--- src/hdl/slip_response_decoder_defines.svh ---
// assertion macros for the decoder rtl
`ifndef SLIP_RESPONSE_DECODER_DEFINES_SVH
`define SLIP_RESPONSE_DECODER_DEFINES_SVH

// property checked on every clock edge outside reset
`define SRD_ASSERT(lbl, prop, msg) \
  lbl: assert property (@(posedge clk_i) disable iff (!rst_ni) (prop)) else $error(msg);

// condition in one cycle implies a consequence in the next cycle
`define SRD_ASSERT_NEXT(lbl, ante, cons, msg) \
  lbl: assert property (@(posedge clk_i) disable iff (!rst_ni) (ante) |=> (cons)) \
    else $error(msg);

`endif

--- src/hdl/slip_rd_pkg.sv ---
// types and constants for the slip response decoder
package slip_rd_pkg;

  localparam int unsigned MtuBytes = 256;
  localparam int unsigned CountW   = 9;

  localparam logic [7:0] FrameEnd  = 8'hC0;
  localparam logic [7:0] EscByte   = 8'hDB;
  localparam logic [7:0] EscEnd    = 8'hDC;
  localparam logic [7:0] EscEsc    = 8'hDD;
  localparam logic [7:0] DirResp   = 8'h01;
  localparam logic [15:0] HdrBytes = 16'd4;

  typedef enum logic [1:0] {
    OP_BYTE    = 2'd0,
    OP_BEGIN   = 2'd1,
    OP_TIMEOUT = 2'd2,
    OP_NONE    = 2'd3
  } op_e;

  typedef enum logic [1:0] {
    ST_DECODING = 2'd0,
    ST_COMPLETE = 2'd1,
    ST_ERROR    = 2'd2,
    ST_UNUSED   = 2'd3
  } status_e;

  typedef struct packed {
    op_e        op;
    logic [7:0] rx_byte;
    logic [7:0] cmd;
  } item_t;

  typedef struct packed {
    status_e     decode_status;
    logic        exchange_ok;
    logic        data_valid;
    logic [7:0]  data_index;
    logic [7:0]  data_byte;
    logic [7:0]  resp_command;
    logic [15:0] resp_size;
    logic [31:0] resp_value;
    logic [7:0]  resp_status;
    logic [7:0]  resp_error;
  } result_t;

endpackage

--- src/hdl/slip_rd_front.sv ---
// front end: takes input words, classifies the operation, two-entry queue
module slip_rd_front import slip_rd_pkg::*; (
  input  logic       clk_i,
  input  logic       rst_ni,
  input  logic       push,
  output logic       full,
  input  logic [1:0] operation_i,
  input  logic [7:0] rx_byte_i,
  input  logic [7:0] expected_command_i,
  output logic       item_valid_o,
  output item_t      item_o,
  input  logic       item_take_i
);

  item_t      mem_q [2];
  logic       wr_ptr_q, wr_ptr_d;
  logic       rd_ptr_q, rd_ptr_d;
  logic [1:0] count_q, count_d;
  logic       do_push, do_pop;
  item_t      item_new;

  always_comb begin
    unique case (operation_i)
      2'd0:    item_new.op = OP_BYTE;
      2'd1:    item_new.op = OP_BEGIN;
      2'd2:    item_new.op = OP_TIMEOUT;
      default: item_new.op = OP_NONE;
    endcase
    item_new.rx_byte = rx_byte_i;
    item_new.cmd     = expected_command_i;
  end

  assign full         = (count_q == 2'd2);
  assign item_valid_o = (count_q != 2'd0);
  assign item_o       = mem_q[rd_ptr_q];
  assign do_push      = push && !full;
  assign do_pop       = item_take_i && item_valid_o;

  always_comb begin
    wr_ptr_d = do_push ? ~wr_ptr_q : wr_ptr_q;
    rd_ptr_d = do_pop ? ~rd_ptr_q : rd_ptr_q;
    count_d  = count_q + {1'b0, do_push} - {1'b0, do_pop};
  end

  always_ff @(posedge clk_i) begin
    if (do_push) begin
      mem_q[wr_ptr_q] <= item_new;
    end
  end

  always_ff @(posedge clk_i or negedge rst_ni) begin
    if (!rst_ni) begin
      wr_ptr_q <= 1'b0;
      rd_ptr_q <= 1'b0;
      count_q  <= 2'd0;
    end else begin
      wr_ptr_q <= wr_ptr_d;
      rd_ptr_q <= rd_ptr_d;
      count_q  <= count_d;
    end
  end

endmodule

--- src/hdl/slip_rd_back.sv ---
// back end: frame parser state machine and result register
module slip_rd_back import slip_rd_pkg::*; (
  input  logic    clk_i,
  input  logic    rst_ni,
  input  logic    item_valid_i,
  input  item_t   item_i,
  output logic    item_take_o,
  output logic    res_valid_o,
  output result_t res_o,
  input  logic    res_pop_i
);

`include "slip_response_decoder_defines.svh"

  localparam logic [2:0] PhStart = 3'd0;
  localparam logic [2:0] PhDir   = 3'd1;
  localparam logic [2:0] PhCmd   = 3'd2;
  localparam logic [2:0] PhSize  = 3'd3;
  localparam logic [2:0] PhValue = 3'd4;
  localparam logic [2:0] PhData  = 3'd5;
  localparam logic [2:0] PhEnd   = 3'd6;
  localparam logic [2:0] PhError = 3'd7;

  logic [2:0]        phase_q, phase_d;
  logic [7:0]        want_q, want_d;
  logic [7:0]        size_lo_q, size_lo_d;
  logic [1:0]        hdr_cnt_q, hdr_cnt_d;
  logic [31:0]       value_q, value_d;
  logic [CountW-1:0] pay_cnt_q, pay_cnt_d;
  logic              esc_q, esc_d;
  logic [7:0]        cmd_q, cmd_d;
  logic [15:0]       size_q, size_d;
  logic [7:0]        status_q, status_d;
  logic [7:0]        error_q, error_d;

  logic    out_valid_q;
  result_t res_q, res_d;
  status_e st;
  logic    dv;
  logic [7:0]  di, db, c;
  logic [15:0] plen, cnt16, new_size;

  assign item_take_o = item_valid_i && (!out_valid_q || res_pop_i);
  assign res_valid_o = out_valid_q;
  assign res_o       = res_q;

  assign c        = item_i.rx_byte;
  assign plen     = size_q - HdrBytes;
  assign cnt16    = {{(16 - CountW){1'b0}}, pay_cnt_q};
  assign new_size = {c, size_lo_q};

  always_comb begin
    phase_d   = phase_q;
    want_d    = want_q;
    size_lo_d = size_lo_q;
    hdr_cnt_d = hdr_cnt_q;
    value_d   = value_q;
    pay_cnt_d = pay_cnt_q;
    esc_d     = esc_q;
    cmd_d     = cmd_q;
    size_d    = size_q;
    status_d  = status_q;
    error_d   = error_q;
    st        = ST_DECODING;
    dv        = 1'b0;
    di        = 8'd0;
    db        = 8'd0;
    unique case (item_i.op)
      OP_BYTE: begin
        unique case (phase_q)
          PhStart: begin
            status_d = 8'd1;
            if (c == FrameEnd) phase_d = PhDir;
          end
          PhDir: begin
            if (c == DirResp) begin
              phase_d = PhCmd;
            end else begin
              phase_d = PhError;
              st      = ST_ERROR;
            end
          end
          PhCmd: begin
            cmd_d     = c;
            hdr_cnt_d = 2'd0;
            if (c == want_q) begin
              phase_d = PhSize;
            end else begin
              phase_d = PhError;
              st      = ST_ERROR;
            end
          end
          PhSize: begin
            if (hdr_cnt_q == 2'd0) begin
              size_lo_d = c;
              hdr_cnt_d = 2'd1;
            end else begin
              size_d    = new_size;
              hdr_cnt_d = 2'd0;
              if (new_size >= HdrBytes && {1'b0, new_size} < 17'(MtuBytes)) begin
                phase_d = PhValue;
              end else begin
                phase_d = PhError;
                st      = ST_ERROR;
              end
            end
          end
          PhValue: begin
            value_d = {c, value_q[31:8]};
            if (hdr_cnt_q == 2'd3) begin
              hdr_cnt_d = 2'd0;
              pay_cnt_d = '0;
              esc_d     = 1'b0;
              phase_d   = PhData;
            end else begin
              hdr_cnt_d = hdr_cnt_q + 2'd1;
            end
          end
          PhData: begin
            if (cnt16 < plen) begin
              if (esc_q) begin
                esc_d = 1'b0;
                if (c == EscEnd || c == EscEsc) begin
                  dv        = 1'b1;
                  di        = pay_cnt_q[7:0];
                  db        = (c == EscEnd) ? FrameEnd : EscByte;
                  pay_cnt_d = pay_cnt_q + 1'b1;
                end else begin
                  phase_d = PhError;
                  st      = ST_ERROR;
                end
              end else if (c == EscByte) begin
                esc_d = 1'b1;
              end else begin
                dv        = 1'b1;
                di        = pay_cnt_q[7:0];
                db        = c;
                pay_cnt_d = pay_cnt_q + 1'b1;
              end
            end else begin
              // trailer: status, error, two ignored bytes
              if (cnt16 == plen) status_d = c;
              if (cnt16 == plen + 16'd1) error_d = c;
              if (cnt16 == plen + 16'd3) phase_d = PhEnd;
              pay_cnt_d = pay_cnt_q + 1'b1;
            end
          end
          PhEnd: begin
            if (c == FrameEnd) begin
              phase_d = PhStart;
              st      = ST_COMPLETE;
            end else begin
              phase_d = PhError;
              st      = ST_ERROR;
            end
          end
          default: begin
            phase_d = PhError;
            st      = ST_ERROR;
          end
        endcase
      end
      OP_BEGIN: begin
        want_d    = item_i.cmd;
        phase_d   = PhStart;
        status_d  = 8'd1;
        cmd_d     = 8'd0;
        size_d    = 16'd0;
        value_d   = 32'd0;
        hdr_cnt_d = 2'd0;
        pay_cnt_d = '0;
        esc_d     = 1'b0;
      end
      OP_TIMEOUT: begin
        phase_d = PhError;
        st      = ST_ERROR;
      end
      default: begin
        st = (phase_q == PhError) ? ST_ERROR : ST_DECODING;
      end
    endcase

    res_d.decode_status = st;
    res_d.exchange_ok   = (st == ST_COMPLETE) && (status_d == 8'd0);
    res_d.data_valid    = dv;
    res_d.data_index    = di;
    res_d.data_byte     = db;
    res_d.resp_command  = cmd_d;
    res_d.resp_size     = size_d;
    res_d.resp_value    = value_d;
    res_d.resp_status   = status_d;
    res_d.resp_error    = error_d;
  end

  always_ff @(posedge clk_i) begin
    if (item_take_o) begin
      res_q <= res_d;
    end
  end

  always_ff @(posedge clk_i or negedge rst_ni) begin
    if (!rst_ni) begin
      phase_q     <= PhStart;
      want_q      <= 8'd0;
      size_lo_q   <= 8'd0;
      hdr_cnt_q   <= 2'd0;
      value_q     <= 32'd0;
      pay_cnt_q   <= '0;
      esc_q       <= 1'b0;
      cmd_q       <= 8'd0;
      size_q      <= 16'd0;
      status_q    <= 8'd1;
      error_q     <= 8'd0;
      out_valid_q <= 1'b0;
    end else begin
      if (item_take_o) begin
        phase_q   <= phase_d;
        want_q    <= want_d;
        size_lo_q <= size_lo_d;
        hdr_cnt_q <= hdr_cnt_d;
        value_q   <= value_d;
        pay_cnt_q <= pay_cnt_d;
        esc_q     <= esc_d;
        cmd_q     <= cmd_d;
        size_q    <= size_d;
        status_q  <= status_d;
        error_q   <= error_d;
        out_valid_q <= 1'b1;
      end else if (res_pop_i) begin
        out_valid_q <= 1'b0;
      end
    end
  end

  `SRD_ASSERT(a_dv_while_decoding, !out_valid_q || !res_q.data_valid || res_q.decode_status == ST_DECODING, "payload word flagged with a final status")
  `SRD_ASSERT(a_ok_needs_complete, !out_valid_q || !res_q.exchange_ok || res_q.decode_status == ST_COMPLETE, "exchange ok without a complete frame")
  `SRD_ASSERT_NEXT(a_error_sticky, item_take_o && item_i.op == OP_BYTE && phase_q == PhError, res_q.decode_status == ST_ERROR && phase_q == PhError, "error phase left on a byte")
  `SRD_ASSERT_NEXT(a_timeout_error, item_take_o && item_i.op == OP_TIMEOUT, out_valid_q && phase_q == PhError, "timeout did not fail the exchange")

endmodule

--- src/hdl/slip_response_decoder.sv ---
// top level of the slip response decoder
// usage:
//   input queue: drive operation_i, rx_byte_i and expected_command_i and raise
//   push; the word is taken at a clock edge with push high and full low.
//   operation 0 feeds one received byte, 1 starts a new exchange and latches
//   the expected command, 2 reports a receive timeout, 3 changes nothing.
//   result queue: while empty is low the oldest result sits on the result
//   ports; it is taken at an edge with pop high. every input word yields
//   exactly one result word.
// path: a taken word waits in the front queue, is parsed into the result
//   register and can be popped from there.
// throughput: one word per cycle while pop stays high, the back end parser
//   updating on each taken word; front and back are split by a two-entry queue.
// stall: with pop held low the result register keeps its word, the parser
//   stops and the front queue fills; full rises once two words wait there.
//   nothing is dropped.
// reset: rst_ni low clears both queues and puts the parser in the wait for
//   start phase with held status one and all other captured fields zero.
module slip_response_decoder import slip_rd_pkg::*; (
  input  logic        clk_i,
  input  logic        rst_ni,
  input  logic        push,
  output logic        full,
  input  logic [1:0]  operation_i,
  input  logic [7:0]  rx_byte_i,
  input  logic [7:0]  expected_command_i,
  output logic        empty,
  input  logic        pop,
  output logic [1:0]  decode_status_o,
  output logic        exchange_ok_o,
  output logic        data_valid_o,
  output logic [7:0]  data_index_o,
  output logic [7:0]  data_byte_o,
  output logic [7:0]  resp_command_o,
  output logic [15:0] resp_size_o,
  output logic [31:0] resp_value_o,
  output logic [7:0]  resp_status_o,
  output logic [7:0]  resp_error_o
);

  // words waiting between front and back
  logic    item_valid;
  item_t   item;
  logic    item_take;
  // parsed result word
  logic    res_valid;
  result_t res;

  slip_rd_front u_front (
    .clk_i              (clk_i),
    .rst_ni             (rst_ni),
    .push               (push),
    .full               (full),
    .operation_i        (operation_i),
    .rx_byte_i          (rx_byte_i),
    .expected_command_i (expected_command_i),
    .item_valid_o       (item_valid),
    .item_o             (item),
    .item_take_i        (item_take)
  );

  slip_rd_back u_back (
    .clk_i        (clk_i),
    .rst_ni       (rst_ni),
    .item_valid_i (item_valid),
    .item_i       (item),
    .item_take_o  (item_take),
    .res_valid_o  (res_valid),
    .res_o        (res),
    .res_pop_i    (pop)
  );

  // result ports straight from the result register
  assign empty           = !res_valid;
  assign decode_status_o = res.decode_status;
  assign exchange_ok_o   = res.exchange_ok;
  assign data_valid_o    = res.data_valid;
  assign data_index_o    = res.data_index;
  assign data_byte_o     = res.data_byte;
  assign resp_command_o  = res.resp_command;
  assign resp_size_o     = res.resp_size;
  assign resp_value_o    = res.resp_value;
  assign resp_status_o   = res.resp_status;
  assign resp_error_o    = res.resp_error;

endmodule

--- config.mk ---
export PLATFORM = sky130hd
export DESIGN_NAME = slip_response_decoder
export DESIGN_NICKNAME = d
export VERILOG_FILES = /design/src/hdl/slip_rd_pkg.sv /design/src/hdl/slip_rd_front.sv /design/src/hdl/slip_rd_back.sv /design/src/hdl/slip_response_decoder.sv
export VERILOG_INCLUDE_DIRS = /design/src /design/src/hdl
export SDC_FILE = /design/constraint.sdc
export NUM_CORES = 1
export LEC_CHECK = 0
export ABC_AREA = 1
export ABC_CLOCK_PERIOD_IN_PS = 6400
export BUFFER_PORTS_ARGS = -buffer_cell sky130_fd_sc_hd__buf_4
export CAP_MARGIN = 10
export CORE_MARGIN = 1.5
export CORE_UTILIZATION = 50
export CTS_BUF_LIST = sky130_fd_sc_hd__clkbuf_4 sky130_fd_sc_hd__clkbuf_8 sky130_fd_sc_hd__clkbuf_16
export DETAILED_ROUTE_END_ITERATION = 6
export HOLD_SLACK_MARGIN = 0.05
export PLACE_DENSITY = 0.69
export SETUP_SLACK_MARGIN = 0.15
export SYNTH_ARGS = -nofsm -noshare
export SYNTH_HDL_FRONTEND = slang
export SYNTH_SLANG_ARGS = --single-unit
export TNS_END_PERCENT = 20
--- constraint.sdc ---
create_clock -name clk_i -period 6.4 [get_ports clk_i]
set_clock_uncertainty 0.15 [all_clocks]
set_input_delay 0.32 -clock clk_i [delete_from_list [all_inputs] [get_ports clk_i]]
set_output_delay 0.32 -clock clk_i [all_outputs]
set_load 0.05 [all_outputs]
# == Yosys cells after proc, flatten, opt, wreduce, memory -nomap -nowiden ==
# Memories as Yosys holds them, arrays and structs flattened.
# Cells that the tools add are included.
# Widths: inputs -> output; s select.
# totals
register_bits,200
ram_bits,36
input_bits,22
output_inout_bits,94
elab_cells,169
n_memories,1
# classes
n_addsub,7
magnitude_cmp,3
eq_ne,34
mux,71
n_bitwise,2
reduce_logical,26
# memory_table
memory,words,width,rd,rd_ports_with_merged_regs,write_ports,line,text
u_front.mem_q,2,18,1,0,1,slip_rd_front.sv:15,item_t mem_q [2];
# op_table
cell,count
$mux 8,13
$pmux 32 s2,1
$eq 9x16->1,3
$pmux 8 s2,3
$mux 9,5
$pmux 9 s2,2
$eq 8x8->1 const B,4
$mux 16,2
$mux 32,1
$pmux 16 s2,1
$mux 3,10
$mux 2,11
$pmux 3 s7,1
$pmux 2 s3,3
$add 16x1->16 const B,1
$add 16x2->16 const B,1
$ge 16x3->1 const B,1
$lt 16x9->1 const B,1
$lt 9x16->1,1
$sub 16x3->16 const B,1
$eq 3x3->1 const B,4
$mux 1,12
$pmux 2 s6,1
$add 9x1->9 const B,1
other kinds (36),59

# == Logic depth before layout (Yosys ltp) ==
# Gate-level depths: netlist of the first run.
# An unclocked memory read counts as a cell.
# depth
word_depth,10
mapped_depth,23
mapped_depth_nobuf,22

# == Modules after synthesis ==
# Synthesis of the first run repeated with hierarchy kept, for this count alone.
# hier_totals
hier_cells,1242
hier_area_um2,11546.1
# modules_own_cells
mod,instances,cells_each,area_per_inst_um2,seq_area_each_um2
slip_rd_back,1,1113,9979.6,5366.4
slip_rd_front,1,128,1562.7,1181.1
slip_response_decoder,1,1,3.8,0.0

# == Worst setup path after synthesis of the first run ==
# No wires, ideal clock.
# synth_path
path_type,register -> register
startpoint,"register u_back.out_valid_q, in the netlist u_back.res_valid_o"
endpoint,register u_front.count_q[1]
setup_ps,79
arrival_time_ps,5245
required_ps,6171
slack_ps,926
path_stages_with_launch,11
n_path_buf,2
period_less_slack_ps,5474
path_cell_list,dfrtp_1 inv_1 nor2_1 a21oi_1 clkbuf_1 clkbuf_1 ha_1 inv_1 ha_1 xnor2_1 xor2_1
# synth_via
elab_chain_cells,5
# synth_lines
element,line,text
"start, declared",slip_rd_back.sv:36,logic out_valid_q;
"start signal, assigned",slip_rd_back.sv:214,out_valid_q <= 1'b0;
"start signal, assigned",slip_rd_back.sv:228,out_valid_q <= 1'b1;
"start signal, assigned",slip_rd_back.sv:230,out_valid_q <= 1'b0;
$logic_not 1->1,--,
net empty,slip_response_decoder.sv:27,"output logic empty,"
$logic_or 1x1->1,slip_rd_back.sv:43,assign item_take_o = item_valid_i && (!out_valid_q || res_pop_i);
$logic_and 1x1->1,slip_rd_back.sv:43,
net item_take,slip_response_decoder.sv:44,logic item_take;
$logic_and 1x1->1,slip_rd_front.sv:37,assign do_pop = item_take_i && item_valid_o;
$sub 2x1->2,slip_rd_front.sv:42,"count_d = count_q + {1'b0, do_push} - {1'b0, do_pop};"
net u_front.count_d[1],slip_rd_front.sv:18,"logic [1:0] count_q, count_d;"
"end signal, assigned",slip_rd_front.sv:59,count_q <= count_d;
"end, declared",slip_rd_front.sv:18,
# The timed path passes the listed nets, and every way through them passes these cells.
# A chain may end at the register's enable or synchronous reset.

# == Final worst setup path of the first run ==
# layout_path
startpoint,register u_front.rd_ptr_q
endpoint,register u_back.pay_cnt_q[2]
# layout_via
elab_chain_cells,5
elab_cells_between_ends,14
classes_between,eq/ne: 8; mux: 1; reduce/logical: 4; memory: 1
# layout_lines
element,line,text
"start, declared",slip_rd_front.sv:17,"logic rd_ptr_q, rd_ptr_d;"
"start signal, assigned",slip_rd_front.sv:58,rd_ptr_q <= rd_ptr_d;
$mem_v2 2x18 *,--,
$eq 8x8->1,slip_rd_back.sv:123,if (c == EscEnd || c == EscEsc) begin
$logic_or 1x1->1,slip_rd_back.sv:123,
$ne 5x5->1 (no line),--,
$reduce_and 6->1 (no line),--,
"end signal, assigned",slip_rd_back.sv:222,pay_cnt_q <= pay_cnt_d;
"end, declared",slip_rd_back.sv:29,"logic [CountW-1:0] pay_cnt_q, pay_cnt_d;"
# Mark *: on every way between the ends. The rest lies on a longest branch, timed or not.

==> results of run 1 <==
-- per-layer routing --
metal | up-vias | part of all wire (%) | global-route usage [%]
met5 | - | 0 | 0
met4 | 0 | 1.7 | 5.306
met3 | 32 | 5.7 | 3.944
met2 | 257 | 47 | 37.78
met1 | 4319 | 46 | 34.09
li1 | 4519 | - | -
-- cell families after synthesis --
group | Yosys count | synth area share (%)
fa+ha+maj | 21 | 2.251
flops | 236 | 56.09
compound gates | 236 | 11.51
buf+inv | 211 | 7.064
xor+xnor | 24 | 1.865
simple gates | 536 | 21.21
-- worst max-delay path by stage --
stage                              startpoint                         endpoint  slack (ns)
6_report         u_front.rd_ptr_q$_DFFE_PN0P_  u_back.pay_cnt_q[2]$_DFFE_PN0P_        2.10
5_1_grt          u_front.rd_ptr_q$_DFFE_PN0P_  u_back.pay_cnt_q[8]$_DFFE_PN0P_        1.77
4_1_cts          u_front.rd_ptr_q$_DFFE_PN0P_  u_back.pay_cnt_q[8]$_DFFE_PN0P_        2.14
3_5_place_dp     u_front.rd_ptr_q$_DFFE_PN0P_  u_back.pay_cnt_q[8]$_DFFE_PN0P_        2.15
3_3_place_gp     u_front.rd_ptr_q$_DFFE_PN0P_  u_back.pay_cnt_q[2]$_DFFE_PN0P_        2.43
2_1_floorplan  u_back.res_valid_o$_DFFE_PN0P_     u_front.count_q[1]$_DFF_PN0_        0.93
-- synth_stat cells, types with 12 or more instances --
cell type / n
or2_2: 12
inv_2: 17
edfxtp_1: 128
nand4_1: 21
nand3_1: 65
a21oi_1: 17
xor2_1: 16
ha_1: 21
nand2_1: 273
nand2_2: 24
dfrtp_1: 107
nor3_1: 13
o21ai_0: 125
nor2_1: 92
clkbuf_1: 31
inv_1: 157
o22ai_1: 60
o211ai_1: 12
-- cell type report --
class / instances / area, sq um
Inverter: 174 / 653.1
Fill cell: 1980 / 8840
Timing Repair Buffer: 147 / 1166
Clock buffer: 34 / 718.2
Tap cell: 313 / 391.6
Clock inverter: 11 / 145.1
Sequential cell: 236 / 6548
Multi-Input combinational cell: 817 / 4317
-- metrics by stage --
| stage | cell area, sq um | setup WS [ns] | power [mW] | std cells | utilization [%] |
|---|---|---|---|---|---|
| after floorplan | 11670 | 0.9257 | 5.223 | 1264 | - |
| after global routing | 13940 | 1.766 | 8.271 | 1732 | 61.19 |
| after CTS | 13940 | 2.144 | 7.823 | 1732 | 61.19 |
| after detailed placement | 12870 | 2.149 | 6.291 | 1667 | 56.52 |
| after global placement | 12870 | 2.433 | 6.256 | 1667 | 56.52 |
| final | 13940 | 2.096 | 7.796 | 1732 | 61.19 |
-- worst max-delay path, delay by kind of cell, from the launching register on --
family | cells | cell delay (ns)
simple gates | 4 | 0.72
fa+ha+maj | 1 | 0.27
buf+inv | 4 | 1.22
compound gates | 4 | 1.09
flops | 1 | 0.72
-- registers in the layout, indices dropped and copies added (netlist names) --
name	count
u_front.wr_ptr_q	1
u_front.count_q	2
u_back.value_q	32
u_back.phase_q	3
u_back.status_q	8
u_back.esc_q	1
u_back.res_valid_o	1
u_back.want_q	8
u_back.error_q	8
u_back.cmd_q	8
u_front.mem_q	36
u_back.hdr_cnt_q	2
u_back.size_lo_q	8
u_back.res_o	92
u_back.pay_cnt_q	9
u_back.size_q	16
u_front.rd_ptr_q	1
-- what timing repair did --
| action | in CTS | in global routing |
|---|---|---|
| endpoints found under the hold margin | 82 | 0 |
| buffers inserted | 0 | 0 |
| hold buffers | 20 | 0 |
-- cell usage in the layout, fill, tap and decap left out, types with 5 or more instances in the layout --
cell / instances
nand2_2: 24
edfxtp_1: 128
clkbuf_4: 5
clkbuf_16: 25
nand2_4: 5
ha_1: 21
o22ai_1: 60
buf_4: 126
nand3_2: 5
nand4_1: 21
nor3_1: 13
a21oi_1: 16
nor2_1: 90
nor2_2: 11
dlygate4sd3_1: 20
o21ai_0: 125
xor2_1: 16
inv_1: 157
or2_2: 12
inv_2: 17
nand2_1: 273
o21ai_1: 7
nand3_1: 65
o211ai_1: 12
nor2_4: 9
xnor2_1: 7
dfrtp_1: 107
-- power by group --
group	internal [mW]	total, mW	switching (mW)
clock network	0.910	1.50	0.591
logic	1.00	3.78	2.78
registers	2.27	2.51	0.246
total	4.18	7.80	3.61
==> results.py, run 1 <==
metrics = {
    "sta": {
        "rsz0062_at_grt": "no",
        "worstMarginPinSlew_ns": 1.267,
        "fmax_ghz": 0.2324,
        "setup_viol": 0,
        "hold_slack_ns": 0.1406,
        "finalCritPeriodShare_pct": 67.25,
        "min_period_ns": 4.304,
        "relSlewSlack_pct": 14.89,
        "hold_viol": 0,
        "final.setup.tns_ns": 0,
        "maxSlewViolCount": 0,
    },
    "synthesis": {
        "synthArstFlopShare_pct": 45.76,
        "netlist_area_sq_um": 11670,
        "synth_top_cell_by_area": "edfxtp_1",
        "synth_cell_types": 45,
        "synth_area_leaders": "edfxtp_1 (33%), dfrtp_1 (23%), nand2_1 (8.8%)",
        "synth-edff-count": 128,
        "synth_top_area_share_pct": 32.93,
        "syn_inst": 1264,
        "synthFlopType": "edfxtp_1",
        "ys_ff_latch": 236,
        "ys_seq_area_share_pct": 56.09,
        "syn_area_per_cell_sq_um": 9.235,
        "synth_nets": 1307,
        "yosys_warnings": 0,
    },
    "cts": {
        "cts_root_buf": "clkbuf_16",
        "clock-sinks": 236,
        "cts_tree": "built",
        "cts_resized": 0,
        "cts_buffer_depth": 3,
        "clk_pin_slew_ns": 0.06,
        "cts_buffers": 25,
        "clk_latency_ns": 0.53,
        "cts_max_level": 1,
    },
    "floorplan": {
        "io_pins": 116,
        "die_y_um": 155.8,
        "rows": 55,
        "core_sq_um": 22780,
        "die_x_um": 155.8,
        "start_util_pct": 51.24,
        "design.die.area_sq_um": 24270,
    },
    "setup_path": {
        "worstReg2RegStart": "u_front.rd_ptr_q$_DFFE_PN0P_",
        "worstSetupPathType": "register to register",
        "r2r-end": "u_back.pay_cnt_q[2]$_DFFE_PN0P_",
        "cp-end-kind": "register",
        "r2r_slack_ns": 2.10,
        "cp.required_ns": 6.64,
        "path_cells": "inv_2 -> or2_2 -> o21ai_0 -> ha_1 -> buf_4 -> inv_1 -> nor2_1 -> a2111oi_0 -> nand2_2 -> inv_2 -> nand2_1 -> o21ai_0 -> a21oi_1",
        "critPathLaunchType": "register",
        "slowest_stage": "dfrtp_1",
        "slowest_delay_ns": 0.72,
        "crit_fanout": 27,
        "reg2reg_depth": 13,
        "critPathArrivalTime_ns": 4.54,
    },
    "route": {
        "post-route-drc-count": 0,
        "drt_first_iter_violations": 788,
        "detail-route-antenna-nets": 0,
        "viasPerCell": 5.270,
        "dr_total_vias": 9127,
        "wl_per_cell_um": 16.22,
        "dr.pass1.iters": 5,
        "wl_um": 28100,
    },
    "run_status": {
        "status": "completed",
    },
    "worst_hold_path": {
        "min_to": "u_front.wr_ptr_q$_DFFE_PN0P_",
        "worstHoldStart": "push",
        "hp-class": "input pin to register",
        "min_path_cells": 4,
    },
    "placement": {
        "io_buffers": 115,
        "place_hpwl_um": 19580,
        "finalWeightedCongestion": 0.9197,
    },
    "global_route": {
        "gr-total-overflow": 0,
        "grt_usage_pct": 23.67,
        "grt_pass1_wl_um": 45240,
        "grt_pass1_vias": 8602,
        "grt_max_degree": 200,
        "antenna_found_initial": 0,
    },
    "finish": {
        "nNetsFinal": 1444,
        "drive_gt1_share_pct": 18.75,
        "area_delta_synth_final_pct": 19.41,
        "diodes": 0,
    },
    "power": {
        "leakage_nw": 6.212,
        "power.density_cell_area_nw_per_um2": 559.3,
        "vdd_drop_max_uv": 638.1,
    },
    "flow_run": {
        "cap_viol_max_count": 0,
    },
}
Note: power is estimated with default switching activity, not from simulation.
==> run 2: changes to the inputs <==
Settings changed: ABC_CLOCK_PERIOD_IN_PS 6400 to 3850, PLACE_DENSITY 0.69 to 0.72.
Clock period 6.4 ns to 3.85 ns, I/O delays scaled along.
==> results.py, run 2 (synthesized netlist as in run 1, its figures left out) <==
metrics = {
    "run_status": {
        "status": "completed",
    },
    "sta": {
        "min_period_ns": 3.358,
        "relSlewSlack_pct": 41.88,
        "rsz0062_at_grt": "no",
        "worstMarginPinSlew_ns": 0.8718,
        "setup_viol": 0,
        "final.setup.tns_ns": 0,
        "maxSlewViolCount": 0,
        "hold_viol": 0,
        "finalCritPeriodShare_pct": 87.22,
        "fmax_ghz": 0.2978,
    },
    "power": {
        "comb_power_share_pct": 49.0,
        "sw_frac_of_total_pct": 45.89,
        "power.density_cell_area_nw_per_um2": 940.0,
        "clockPowerShare_pct": 20.1,
        "p_sw_mw": 6.114,
        "leakage_nw": 6.334,
        "pwr-share-seq_pct": 31.0,
        "total_power_mw": 13.32,
        "p_int_mw": 7.209,
        "vdd_drop_max_uv": 641.3,
    },
    "route": {
        "wl_per_cell_um": 16.50,
        "drt_first_iter_violations": 672,
        "dr_total_vias": 9313,
        "post-route-drc-count": 0,
        "detail-route-antenna-nets": 0,
        "dr.pass1.iters": 5,
        "wl_um": 28950,
        "viasPerCell": 5.307,
    },
    "global_route": {
        "grt_usage_pct": 23.77,
        "grt_pass1_wl_um": 45620,
        "antenna_found_initial": 0,
        "grt_pass1_vias": 8834,
        "gr-total-overflow": 0,
        "grt_max_degree": 200,
    },
    "flow_run": {
        "cap_viol_max_count": 0,
    },
    "cts": {
        "cts_tree": "built",
        "clk_pin_slew_ns": 0.07,
        "cts_buffer_depth": 3,
        "cts_root_buf": "clkbuf_16",
        "cts_max_level": 1,
        "cts_buffers": 25,
        "clk_latency_ns": 0.54,
        "clock-sinks": 236,
    },
    "setup_path": {
        "cp-end-kind": "register",
        "worstSetupPathType": "register to register",
        "cp.required_ns": 4.08,
        "worst-path-buf-inv": 3,
        "crit_fanout": 7,
        "critPathArrivalTime_ns": 3.58,
        "crit_family": "simple AND/OR/NAND/NOR gates",
        "path_cells": "inv_2 -> ha_2 -> nand2_2 -> o21ai_4 -> inv_2 -> ha_1 -> and3_1 -> nand2_1 -> nor2_1 -> nand3_1 -> inv_2 -> nand2_4 -> nand2_2 -> nand3_2 -> nand2_1 -> nand3_1 -> nor2_1 -> nand2_1 -> nor2_1",
        "slowest_delay_ns": 0.45,
        "critPathLaunchType": "register",
        "slowest_stage": "dfrtp_1",
    },
    "finish": {
        "final_core_util_pct": 62.22,
        "drive_gt1_share_pct": 19.97,
        "area_delta_synth_final_pct": 21.43,
        "diodes": 0,
        "nNetsFinal": 1466,
        "instances_no_fill": 1755,
        "largest_reg_flops": 92,
        "final_cell_mix": "nand2_1 (273), inv_1 (157), buf_4 (147), edfxtp_1 (128), o21ai_0 (125)",
        "final_common_cell": "nand2_1",
        "multi_input_area_sq_um": 4324,
        "ff_latch_area_sq_um": 6548,
        "fillers": 1917,
    },
    "placement": {
        "place_hpwl_um": 20400,
        "finalWeightedCongestion": 0.9380,
        "place_inst": 1688,
        "io_buffers": 115,
    },
    "worst_hold_path": {
        "hp-class": "input pin to asynchronous set/reset pin",
    },
    "floorplan": {
        "design.die.area_sq_um": 24270,
        "die_x_um": 155.8,
        "rows": 55,
        "die_y_um": 155.8,
        "core_sq_um": 22780,
        "start_util_pct": 51.24,
        "io_pins": 116,
    },
}
[run 2: cell count changes in the layout (fill, tap and decap cells not counted), moves of 2 or more]
cell	before	now
buf_4	126	147
clkbuf_4	5	0
bufinv_16	3	6
clkinvlp_4	1	4
inv_6	0	3
clkbuf_8	4	2
clkinv_2	3	5
clkinv_4	3	1
[run 2: area by class of cell]
class,instances,share of cell area (%)
multi-input combinational,817,30.51
timing repair buffer,169,9.410
tap,313,2.763
clock buffer,27,4.608
inverter,174,4.608
clock inverter,19,1.907
sequential,236,46.20
[run 2: final timing paths]
path | startpoint | to | slack, ns | cells past startpoint
worst max-delay path | u_back.size_q[2]$_DFFE_PN0P_ | u_back.res_o[89]$_DFFE_PP_ | 0.49 | 19
worst max register to register | u_back.size_q[2]$_DFFE_PN0P_ | u_back.res_o[89]$_DFFE_PP_ | 0.49 | 19
worst min-delay path | rst_ni | u_back.status_q[5]$_DFFE_PN0P_ | 0.11 | 2
min in group clk_i | rx_byte_i[3] | u_front.mem_q[1][11]$_DFFE_PP_ | 0.23 | 2
worst min register to register | u_back.error_q[4]$_DFFE_PN0P_ | u_back.error_q[4]$_DFFE_PN0P_ | 0.34 | 2
max in group asynchronous | rst_ni | u_back.size_lo_q[7]$_DFFE_PN0P_ | 2.57 | 3
[run 2: per-stage QoR]
| stage | setup slack (ns) | hold WS (ns) | instance area (sq um) |
|---|---|---|---|
| 2_1_floorplan | 0.4908 | -0.2531 | 11680 |
| 3_3_place_gp | 0.5533 | 0.1391 | 13030 |
| 3_5_place_dp | 0.4039 | 0.1384 | 13030 |
| 4_1_cts | 0.3680 | 0.1431 | 14160 |
| 5_1_grt | 0.1698 | 0.1784 | 14170 |
| 6_report | 0.4919 | 0.1142 | 14170 |
[run 2: metal layers]
metal  up-vias  track usage [%]  share of wire [%]
met5         -                0                  0
met4         0            6.939                2.5
met3        52            3.472                5.8
met2       304            37.65                 46
met1      4396            34.10                 46
li1       4561                -                  -
[run 2: what timing repair did]
| item | CTS | global route |
|---|---|---|
| hold buffers | 21 | 0 |
| endpoints found under the hold margin | 88 | 0 |
| gates resized for setup | 0 | 2 |
| endpoints found under the setup margin | 0 | 1 |
| setup buffers | 0 | 0 |
[run 2: power by group through the flow]
stage                     Combinational [mW]  Sequential (mW)  Clock, mW
after floorplan                         2.97             5.68          0
after global placement                  6.41             4.15          0
after detailed placement                6.46             4.17          0
after CTS                               6.52             4.13       2.72
after global routing                    7.06             4.21       2.80
final                                   6.52             4.13       2.67
